--- src/hw/rtl/kfmm_ram.sv ---
// generic single write port ram with registered read
`default_nettype none

module kfmm_ram #(
  parameter int WIDTH = 8,
  parameter int DEPTH = 2
) (
  input  wire logic                     clk,
  input  wire logic                     wr_en,
  input  wire logic [$clog2(DEPTH)-1:0] wr_addr,
  input  wire logic [WIDTH-1:0]         wr_data,
  input  wire logic                     rd_en,
  input  wire logic [$clog2(DEPTH)-1:0] rd_addr,
  output logic      [WIDTH-1:0]         rd_data
);

  logic [WIDTH-1:0] mem_r [DEPTH];

  always_ff @(posedge clk) begin
    if (wr_en) begin
      mem_r[wr_addr] <= wr_data;
    end
    if (rd_en) begin
      rd_data <= mem_r[rd_addr];
    end
  end

endmodule

`default_nettype wire
--- config.mk ---
export PLATFORM = sky130hd
export DESIGN_NAME = kfmm_ram
export DESIGN_NICKNAME = d
export VERILOG_FILES = /design/src/hw/rtl/kfmm_ram.sv
export SDC_FILE = /design/constraint.sdc
export NUM_CORES = 1
export LEC_CHECK = 0
export BUFFER_PORTS_ARGS = -buffer_cell sky130_fd_sc_hd__buf_2
export CAP_MARGIN = 10
export CORE_MARGIN = 4
export CORE_UTILIZATION = 45
export DETAILED_ROUTE_END_ITERATION = 10
export PLACE_DENSITY = 0.72
export SLEW_MARGIN = 40
export SYNTH_ARGS = -nofsm -noshare
export SYNTH_HDL_FRONTEND = slang
export SYNTH_SLANG_ARGS = --single-unit
--- constraint.sdc ---
create_clock -name clk -period 2.28 [get_ports clk]
set_clock_uncertainty 0.2 [all_clocks]
set_input_delay 0.342 -clock clk [delete_from_list [all_inputs] [get_ports clk]]
set_output_delay 0.342 -clock clk [all_outputs]
set_load 0.005 [all_outputs]
Word level (Yosys, flattened, before mapping). Memories as Yosys holds them, arrays and structs flattened. A register that Yosys moved wholly into a read port is not among the register bits. Index checks and enable logic that the tools add are counted.

Input bits: 13. Memory bits (writable): 16. Memories kept: 1. Logic and storage cells: 3. Bits in registers: 0. Output and inout port bits: 8.

Memories: mem_r (words 2, bits a word 8, rd ports 1, clocked after Yosys merged registers in 1, write ports 1, line 17) `logic [WIDTH-1:0] mem_r [DEPTH];`.

Muxes and demuxes: 2.

Operators by type and width (number): $mux 1 (2).

Logic depth before layout (Yosys ltp). Gate-level depths: netlist of run 1.

Depth after elaboration: 2. Gate-level depth with buffers: 2. Mapped depth without buffers: 1.

Worst setup path before layout of run 1. Ideal clock, no wire load.

Path type: input-to-reg. Start point: input port wr_en. End point: memory mem_r[0][0], enable pin. Data arrival time: 0.762 ns. Slack: 0.945 ns. Buffers on the path: 0. Required time: 1.707 ns. Stages on the path: 1. Setup time: 0.373 ns. Cells stage by stage: nor2b_1.

Cells in the longest elaborated chain, start to end: 2.

Ends and longest elaborated chain: start: declaration (line 9) `input wire logic wr_en,`; $mux 1 (line 20) `if (wr_en) begin`; $mux 1 (not written as such) (line 21) `mem_r[wr_addr] <= wr_data;`; end: declaration (line 17).

No other way between the ends.

Final worst setup path of run 1.
Start point: register rd_data[2] (read register of mem_r). End point: output port rd_data[2].

RTL lines: start: declaration (line 14) `output logic [WIDTH-1:0] rd_data`.

No word-level cell between the ends.

==> results of run 1 <==
-- cell families (layout without fill, tap and decap cells) --
group         after synthesis  after routing  share of synthesized area
simple gates                2              2                    0.01448
buf+inv                     1             24                    0.01302
mux                         8              8                     0.1389
flops                      24             24                     0.8336
-- power breakdown --
group / switching, µW / internal, µW
registers: 7.30 / 521
logic: 23.5 / 34.4
clock network: 113 / 61.8
-- layer usage --
metal / wire length, µm / vias up / part of all wire / GRT usage
li1: - / 182 / - / -
met1: 429 / 172 / 0.40 / 0.1094
met2: 521 / 22 / 0.49 / 0.1485
met3: 97 / 2 / 0.091 / 0.03152
met4: 21 / 0 / 0.020 / 0.05240
met5: 0 / - / 0 / 0
-- final cells by class --
class                   instances  share of cell area
well taps                      25             0.03075
clock buffers                   3             0.02214
repair buffers                 21              0.1082
multi-input cells              10              0.1304
flip-flops and latches         24              0.7085
-- cell usage after synthesis --
library cell	instances	area share
nor2b_1	1	0.0072
buf_6	1	0.013
mux2_4	8	0.14
and2_1	1	0.0072
edfxtp_1	24	0.83
-- state kept, by name, summed over array words and instances, names as in the netlist --
signal   cells
mem_r       16
rd_data      8
-- through the flow --
step / setup WS, ns / power, µW
final: 0.9141 / 760.5
after global routing: 0.8701 / 794.2
after CTS: 0.9014 / 763.6
after detailed placement: 0.6869 / 596.6
after global placement: 0.7617 / 593.5
after floorplan: 0.9446 / 568.7
-- layout by cell type (no fill, tap or decap) --
cell type      instances
edfxtp_1              24
clkbuf_4               3
and2_1                 1
dlygate4sd3_1          1
mux2_4                 8
nor2b_1                1
buf_2                 20
-- path summary, 6_finish.rpt --
check        cells past startpoint  slack, ns         from     endpoint
max reg2reg                      1       1.18  mem_r[0][2]   rd_data[2]
min                              1       0.02   wr_data[2]  mem_r[1][2]
max                              1       0.91   rd_data[2]   rd_data[2]
min reg2reg                      1       0.36  mem_r[1][6]   rd_data[6]
==> summary.txt, run 1 <==
Worst setup path
  • Crit-path cells: buf_2
  • Slowest CP cell: edfxtp_1
  • Crit path required time: 1.74 ns
  • CP Max Fanout: 1
  • Setup crit start kind: flip-flop
  • Buffers & Inverters on Critical Path: 1
  • Max stage delay on crit path: 0.38 ns
  • Largest delay share family, worst path: flip-flops
  • Crit end category: output pin
  • CP arrival: 0.82 ns
  • Crit path kind: flip-flop to output pin

Clocking
  • Worst-path clk slew: 0.12 ns
  • Clock sinks: 24
  • Post-cts hold buffer count: 0
  • Post-CTS Setup Inserts: 0
  • PostCTS Resize Cnt: 0
  • Worst skew pair latency: 0.30 ns
  • Bufs on Longest Clock Path: 2
  • Clock Tree Root: clkbuf_4
  • H-tree depth: 1
  • TritonCTS buffer count: 3
  • CTS tree: built

Global route
  • Global-route wire length before repair: 1.718 mm
  • Vias in the first global route: 369
  • Grt total ovfl: 0
  • Tot GR Track Use: 0.09327
  • Initial antenna violation count: 0
  • Largest net degree at the start of global routing: 13

Synthesis
  • Post-Syn Area per Cell: 24.70 µm²
  • Post-Syn Instances: 35
  • Cell variety after synth: 5
  • Cell Area, Synth: 864.6 µm²
  • Mapped Nets: 48
  • #FFs+latches synth: 24
  • Seq/Total Area, Yosys: 0.8336
  • Synth Warn #: 0

Die
  • Initial Util: 0.4901
  • Ports: 21
  • Die Span X: 51.83 µm
  • Die height: 51.83 µm
  • Die area: 0.002686 mm²
  • Rows: 15
  • CORE AREA: 0.001764 mm²

Routing
  • DR pass1 iterations: 2
  • Wire per inst: 12.89 µm
  • Final wirelength: 1.070 mm
  • Vias: 378
  • Drt drc: 0
  • DRT iter0 DRCs: 5
  • Detail Route Antenna Nets: 0
  • Via-to-Cell Ratio: 4.554

Finish
  • Fin cells: 83
  • Layout cells sized above 1: 0.5345
  • N_diodes: 0
  • Final net count: 73
  • Core Util, Final: 0.5766
  • Multi-input gate area: 132.6 µm²
  • Final instance area: 0.001017 mm²
  • # fillers: 155
  • FF/Latch Area: 720.7 µm²
  • Area grow syn2layout: 17.66%

STA
  • Setup Viol. Count Final: 0
  • Final period utilization: 0.5991
  • Min Hold Slack: 0.01517 ns
  • Final Hold Vio Count: 0
  • Max Slew Vio Count: 0
  • Worst slew margin: 0.5429
  • Post-route setup TNS: 0 ns
  • Fmax: 0.7321 GHz
  • RSZ-0062 raised after global routing: false
  • Minimum clock period: 1.366 ns
  • Worst Max-Slew Pin Slew: 0.6842 ns

Power and ir drop
  • Max VDD drop: 0.5076 mV
  • PD cells: 747.6 mW/mm²
  • Leak: 0.0003957 µW

Run status
  • Outcome: completed

Flow run
  • # Max-Cap Violations: 0

Placement
  • GP Congestion: 0.6503
  • Placed instance count: 79
  • IO Port Bufs: 20
  • DP Area: 984.7 µm²

Hold path
  • Type of the worst min-delay path: input port to flip-flop
(Power assumes the default switching activity.)
==> run 2: changes to the inputs <==
--- a/config.mk
+++ b/config.mk
@@ -10,7 +10,7 @@
 export CORE_MARGIN = 4
 export CORE_UTILIZATION = 45
 export DETAILED_ROUTE_END_ITERATION = 10
-export PLACE_DENSITY = 0.72
+export PLACE_DENSITY = 0.75
 export SLEW_MARGIN = 40
 export SYNTH_ARGS = -nofsm -noshare
 export SYNTH_HDL_FRONTEND = slang
==> constraint.sdc (replaced) <==
create_clock -name clk -period 1.2 [get_ports clk]
set_clock_uncertainty 0.2 [all_clocks]
set_input_delay 0.18 -clock clk [delete_from_list [all_inputs] [get_ports clk]]
set_output_delay 0.18 -clock clk [all_outputs]
set_load 0.005 [all_outputs]
==> run 2 against run 1 <==
Cell count up 13%; global-route usage grew 0.056 points; sequential share of layout area is 7.8 points lower; via count is 5.3% higher.
==> summary.txt, run 2 (synthesis gave the netlist of run 1 again) <==
Finish
  • Area grow syn2layout: 32.13%
  • Final net count: 83 (+14%)
  • Most common cell after layout, fill and taps aside: edfxtp_1
  • N_diodes: 0 (unchanged)
  • Fin cells: 94 (+13%)
  • Max reg flops: 16 (unchanged)
  • Layout cells sized above 1: 0.4928 (-0.04173)
  • Largest regs: mem_r (16), rd_data (8)
  • Most frequent cells in the layout: edfxtp_1, buf_2, dlygate4sd3_1
  • Biggest register: mem_r
  • Core Util, Final: 0.6475 (+0.07092)
  • # fillers: 128 (-17%)

Worst setup path
  • CP arrival: 0.81 ns (about the same)
  • Slowest CP cell: edfxtp_1
  • CP Max Fanout: 1 (unchanged)
  • Crit end category: output pin
  • Setup crit start kind: flip-flop
  • Buffers & Inverters on Critical Path: 1 (unchanged)
  • Crit path kind: flip-flop to output pin
  • Largest delay share family, worst path: flip-flops
  • Crit-path cells: buf_2
  • Max stage delay on crit path: 0.38 ns (about the same)
  • Crit path required time: 0.82 ns (-0.92 ns)

Placement
  • Placed instance count: 81 (+2.5%)
  • IO Port Bufs: 20 (unchanged)
  • GP Congestion: 0.6438 (-1.0%)

Routing
  • Vias: 398 (+5.3%)
  • Via-to-Cell Ratio: 4.234 (-7.0%)
  • DRT iter0 DRCs: 2 (-3)
  • Final wirelength: 1.060 mm (-0.93%)
  • Met1 Wirelength: 440 µm (+2.6%)
  • Drt drc: 0 (unchanged)
  • Metal2 WL: 534 µm (+2.5%)
  • Max layer used: met3
  • Wire per inst: 11.28 µm (-13%)
  • DR pass1 iterations: 2 (unchanged)
  • Detail Route Antenna Nets: 0 (unchanged)
  • Metal3 WL: 85 µm (-12%)

Die
  • Initial Util: 0.4901 (unchanged)
  • Die area: 0.002686 mm² (unchanged)
  • Die Span X: 51.83 µm (unchanged)
  • Ports: 21 (unchanged)
  • Rows: 15 (unchanged)
  • Die height: 51.83 µm (unchanged)
  • CORE AREA: 0.001764 mm² (unchanged)

Clocking
  • PostCTS Resize Cnt: 0 (unchanged)
  • Bufs on Longest Clock Path: 2 (unchanged)
  • CTS tree: built
  • Post-CTS Setup Inserts: 0 (unchanged)
  • Worst skew pair latency: 0.30 ns (about the same)
  • Clock Tree Root: clkbuf_4
  • H-tree depth: 1 (unchanged)
  • TritonCTS buffer count: 3 (unchanged)
  • Worst-path clk slew: 0.12 ns (about the same)
  • Clock sinks: 24 (unchanged)

STA
  • Final Hold Vio Count: 0 (unchanged)
  • Setup Viol. Count Final: 0 (unchanged)
  • Post-route setup TNS: 0 ns (unchanged)
  • Worst Max-Slew Pin Slew: 0.2455 ns (-0.4387 ns)
  • Fmax: 0.8402 GHz
  • Worst slew margin: 0.8363 (+0.2934)
  • RSZ-0062 raised after global routing: true
  • Minimum clock period: 1.190 ns
  • Min Hold Slack: 0.1181 ns (+0.1030 ns)
  • Final period utilization: 0.9919
  • Max Slew Vio Count: 0 (unchanged)

Power and ir drop
  • Max VDD drop: 0.9214 mV (+82%)
  • Tot Pwr: 1695 µW (+120%)
  • Leak: 0.0004535 µW (+15%)
  • PD cells: 1484 mW/mm² (+98%)

Global route
  • Grt total ovfl: 0 (unchanged)
  • Tot GR Track Use: 0.09383 (+0.0005597)
  • Initial antenna violation count: 0 (unchanged)
  • Global-route wire length before repair: 1.731 mm (+0.76%)
  • Largest net degree at the start of global routing: 15 (+2)
  • Vias in the first global route: 399 (+8.1%)

Flow run
  • # Max-Cap Violations: 0 (unchanged)

Hold path
  • Type of the worst min-delay path: input port to flip-flop

Run status
  • Outcome: completed
[run 2: layout make-up]
type                    count  area, µm²  area share
flip-flops and latches     24      720.7      0.6309
repair buffers             31      205.2      0.1796
multi-input cells          10      132.6      0.1161
well taps                  25      31.28     0.02738
clock inverters             1      30.03     0.02629
clock buffers               3      22.52     0.01972
[run 2: through the flow]
stage / setup WS (ns) / instance area [µm²]
after global placement: 0.01184 / 999.7
after detailed placement: -0.01871 / 999.7
final: 0.009746 / 1142
after global routing: -0.06873 / 1142
after floorplan: 0.02656 / 864.6
after CTS: -0.01419 / 1142
[run 2: where the power goes]
part           internal [µW]  switching (µW)  total [µW]  leakage, µW
combinational           86.5            47.7         134     0.000197
sequential               989            13.6        1000     0.000228
clock                    338             221         558    0.0000279
[run 2: worst paths after layout]
kind / start / end / slack, ns / cells past startpoint
worst max-delay path: rd_data[4] / rd_data[4] / 0.01 / 1
worst min-delay path: wr_addr / mem_r[0][2] / 0.12 / 3
worst max register to register: mem_r[0][2] / rd_data[2] / 0.09 / 1
worst min register to register: mem_r[1][0] / rd_data[0] / 0.36 / 1
[run 2: metal layers]
| layer | global-route usage | vias to the layer above |
|---|---|---|
| met5 | 0 | - |
| met4 | 0.06550 | 0 |
| met3 | 0.03438 | 0 |
| met2 | 0.1444 | 16 |
| met1 | 0.1073 | 178 |
| li1 | - | 204 |
[run 2: what timing repair did]
action	in CTS	in global routing
hold buffers	9	0
endpoints found under the hold margin	24	0
endpoints found under the setup margin	4	8
==> run 3: changes to the inputs <==
--- a/config.mk
+++ b/config.mk
@@ -5,7 +5,7 @@
 export SDC_FILE = /design/constraint.sdc
 export NUM_CORES = 1
 export LEC_CHECK = 0
-export BUFFER_PORTS_ARGS = -buffer_cell sky130_fd_sc_hd__buf_2
+export BUFFER_PORTS_ARGS = -buffer_cell sky130_fd_sc_hd__buf_4
 export CAP_MARGIN = 10
 export CORE_MARGIN = 4
 export CORE_UTILIZATION = 45
==> run 3 against run 2 <==
Global-route usage is 0.062 points higher; highest routed layer is now met4; sequential power hardly changed; count of clock-buffer cells in the layout stayed put; hold slack worse by 0.010 ns; the flow now finishes with violations (negative setup slack); final area is 2.1% higher; setup slack worse by 0.013 ns.
==> summary.txt, run 3 (synthesis gave the netlist of run 1 again) <==
STA
  • RSZ-0062 raised after global routing: true
  • Final period utilization: 1.002 (+0.01049)
  • Worst setup margin: -0.002847 ns (-0.01259 ns)
  • Post-route setup TNS: -0.002847 ns (-0.002847 ns)
  • Final Hold Vio Count: 0 (unchanged)
  • Setup Viol. Count Final: 1 (+1)
  • Min Hold Slack: 0.1078 ns (-0.01029 ns)
  • Worst slew margin: 0.9057 (+0.06932)
  • Minimum clock period: 1.203 ns (+0.01259 ns)
  • Max Slew Vio Count: 0 (unchanged)
  • Worst Max-Slew Pin Slew: 0.1415 ns (-0.1040 ns)
  • Fmax: 0.8314 GHz (-1.0%)

Finish
  • FF/Latch Area: 720.7 µm² (unchanged)
  • Area grow syn2layout: 34.88%
  • Biggest register: mem_r
  • # fillers: 137 (+7.0%)
  • Multi-input gate area: 132.6 µm² (unchanged)
  • N_diodes: 0 (unchanged)
  • Most frequent cells in the layout: edfxtp_1, buf_4, dlygate4sd3_1
  • Largest regs: mem_r (16), rd_data (8)
  • Layout cells sized above 1: 0.4853 (-0.007460)
  • Final net count: 83 (unchanged)
  • Most common cell after layout, fill and taps aside: edfxtp_1
  • Max reg flops: 16 (unchanged)

Routing
  • DR pass1 iterations: 2 (unchanged)
  • Vias: 411 (+3.3%)
  • Final wirelength: 1.108 mm (+4.5%)
  • DRT iter0 DRCs: 1 (-1)
  • Via-to-Cell Ratio: 4.419 (+4.4%)
  • Detail Route Antenna Nets: 0 (unchanged)
  • Drt drc: 0 (unchanged)
  • Wire per inst: 11.91 µm (+5.7%)

Hold path
  • Hold path depth: 2 (-1)
  • Hold Path Sink: rd_data[6]
  • Type of the worst min-delay path: input port to flip-flop
  • Hold Startpoint: rd_addr

Die
  • Rows: 15 (unchanged)
  • Ports: 21 (unchanged)
  • Initial Util: 0.4901 (unchanged)
  • Die height: 51.83 µm (unchanged)
  • Die Span X: 51.83 µm (unchanged)
  • Die area: 0.002686 mm² (unchanged)
  • CORE AREA: 0.001764 mm² (unchanged)

Run status
  • Violated checks: negative setup slack
  • Outcome: finished, violations left

Power and ir drop
  • Clock share of power: 0.219 (-0.110)
  • Power share of the combinational group: 0.106 (+0.027)
  • P_int: 1215 µW (-14%)
  • Switching Fraction: 0.1823 (+0.01579)
  • PD cells: 1274 mW/mm² (-14%)
  • Switching power: 270.7 µW (-4.1%)
  • Seq pwr share: 0.675 (+0.084)
  • Leak: 0.0004580 µW (+1.0%)
  • Max VDD drop: 0.9664 mV (+4.9%)

Worst setup path
  • CP Max Fanout: 1 (unchanged)
  • Slowest CP cell: edfxtp_1
  • Flop-to-flop setup slack: 0.10 ns (about the same)
  • R2R Path Start: mem_r[0][4]
  • R2R Path End: rd_data[4]
  • Crit path kind: flip-flop to output pin
  • Buffers & Inverters on Critical Path: 1 (unchanged)
  • Max stage delay on crit path: 0.38 ns (about the same)
  • Crit path required time: 0.82 ns (about the same)
  • Largest delay share family, worst path: flip-flops
  • Crit-path cells: buf_4
  • CP arrival: 0.82 ns (about the same)
  • Register-to-Register Path Depth: 1 (unchanged)
  • Crit end category: output pin
  • Setup crit start kind: flip-flop

Global route
  • Grt total ovfl: 0 (unchanged)
  • Largest net degree at the start of global routing: 13 (-2)
  • Initial antenna violation count: 0 (unchanged)
  • Global-route wire length before repair: 1.787 mm (+3.2%)
  • Vias in the first global route: 427 (+7.0%)
  • Tot GR Track Use: 0.09444 (+0.0006173)

Clocking
  • Clock Tree Root: clkbuf_4
  • TritonCTS buffer count: 3 (unchanged)
  • Clock sinks: 24 (unchanged)
  • Worst skew pair latency: 0.30 ns (about the same)
  • CTS tree: built
  • Worst-path clk slew: 0.12 ns (about the same)
  • Bufs on Longest Clock Path: 2 (unchanged)
  • H-tree depth: 1 (unchanged)

Placement
  • GP Congestion: 0.6122 (-4.9%)
  • IO Port Bufs: 20 (unchanged)

Flow run
  • # Max-Cap Violations: 0 (unchanged)
## run 3: cell types whose count changed in the layout (fill, tap and decap cells not counted)
| cell | change |
|---|---|
| buf_2 | -20 |
| buf_4 | +19 |
| buf_6 | +1 |
| bufinv_16 | -1 |
## run 3: worst max path at each step
stage / from / to / slack [ns] / depth (start not counted)
floorplan: wr_en / mem_r[0][0] / 0.03 / 1
global placement: rd_addr / rd_data[7] / 0.08 / 2
detailed placement: rd_addr / rd_data[2] / 0.07 / 2
CTS: rd_data[1] / rd_data[1] / -0.02 / 1
global route: rd_data[0] / rd_data[0] / -0.05 / 1
finish: rd_data[1] / rd_data[1] / -0.003 / 1
## run 3: power by group through the flow
stage | Clock [µW] | Combinational [µW] | Sequential (µW)
floorplan | 0 | 57.3 | 1020
global placement | 0 | 131 | 1020
detailed placement | 0 | 135 | 1020
CTS | 333 | 158 | 1000
global route | 368 | 173 | 1010
finish | 325 | 158 | 1000
## run 3: final cells by class
cell class	instances	share of cell area
Timing Repair Buffer	31	0.2221
Sequential cell	24	0.6180
Multi-Input combinational cell	10	0.1137
Tap cell	25	0.02682
Clock buffer	3	0.01931
## run 3: per-layer routing
metal / up-vias / GRT usage / part of all wire
met5: - / 0 / 0
met4: 0 / 0.06550 / 0.014
met3: 2 / 0.02006 / 0.061
met2: 18 / 0.1548 / 0.52
met1: 189 / 0.1092 / 0.41
li1: 202 / - / -
## run 3: stage by stage
stage | cell area, µm² | worst slack, ns | total power [µW] | instances | utilization
finish | 1166 | -0.002847 | 1485 | 93 | 0.6610
global route | 1166 | -0.05362 | 1549 | 93 | 0.6610
CTS | 1162 | -0.02263 | 1494 | 93 | 0.6589
detailed placement | 1050 | 0.07273 | 1158 | 81 | 0.5950
global placement | 1050 | 0.08179 | 1153 | 81 | 0.5950
floorplan | 864.6 | 0.02656 | 1081 | 35 | -
## run 3: timing repair
item                       4_1_cts  5_1_grt
resized for setup                0        1
setup endpoints to repair        6        8
buffers inserted                 0        0
hold buffers                     9        0
hold endpoints to repair        24        0
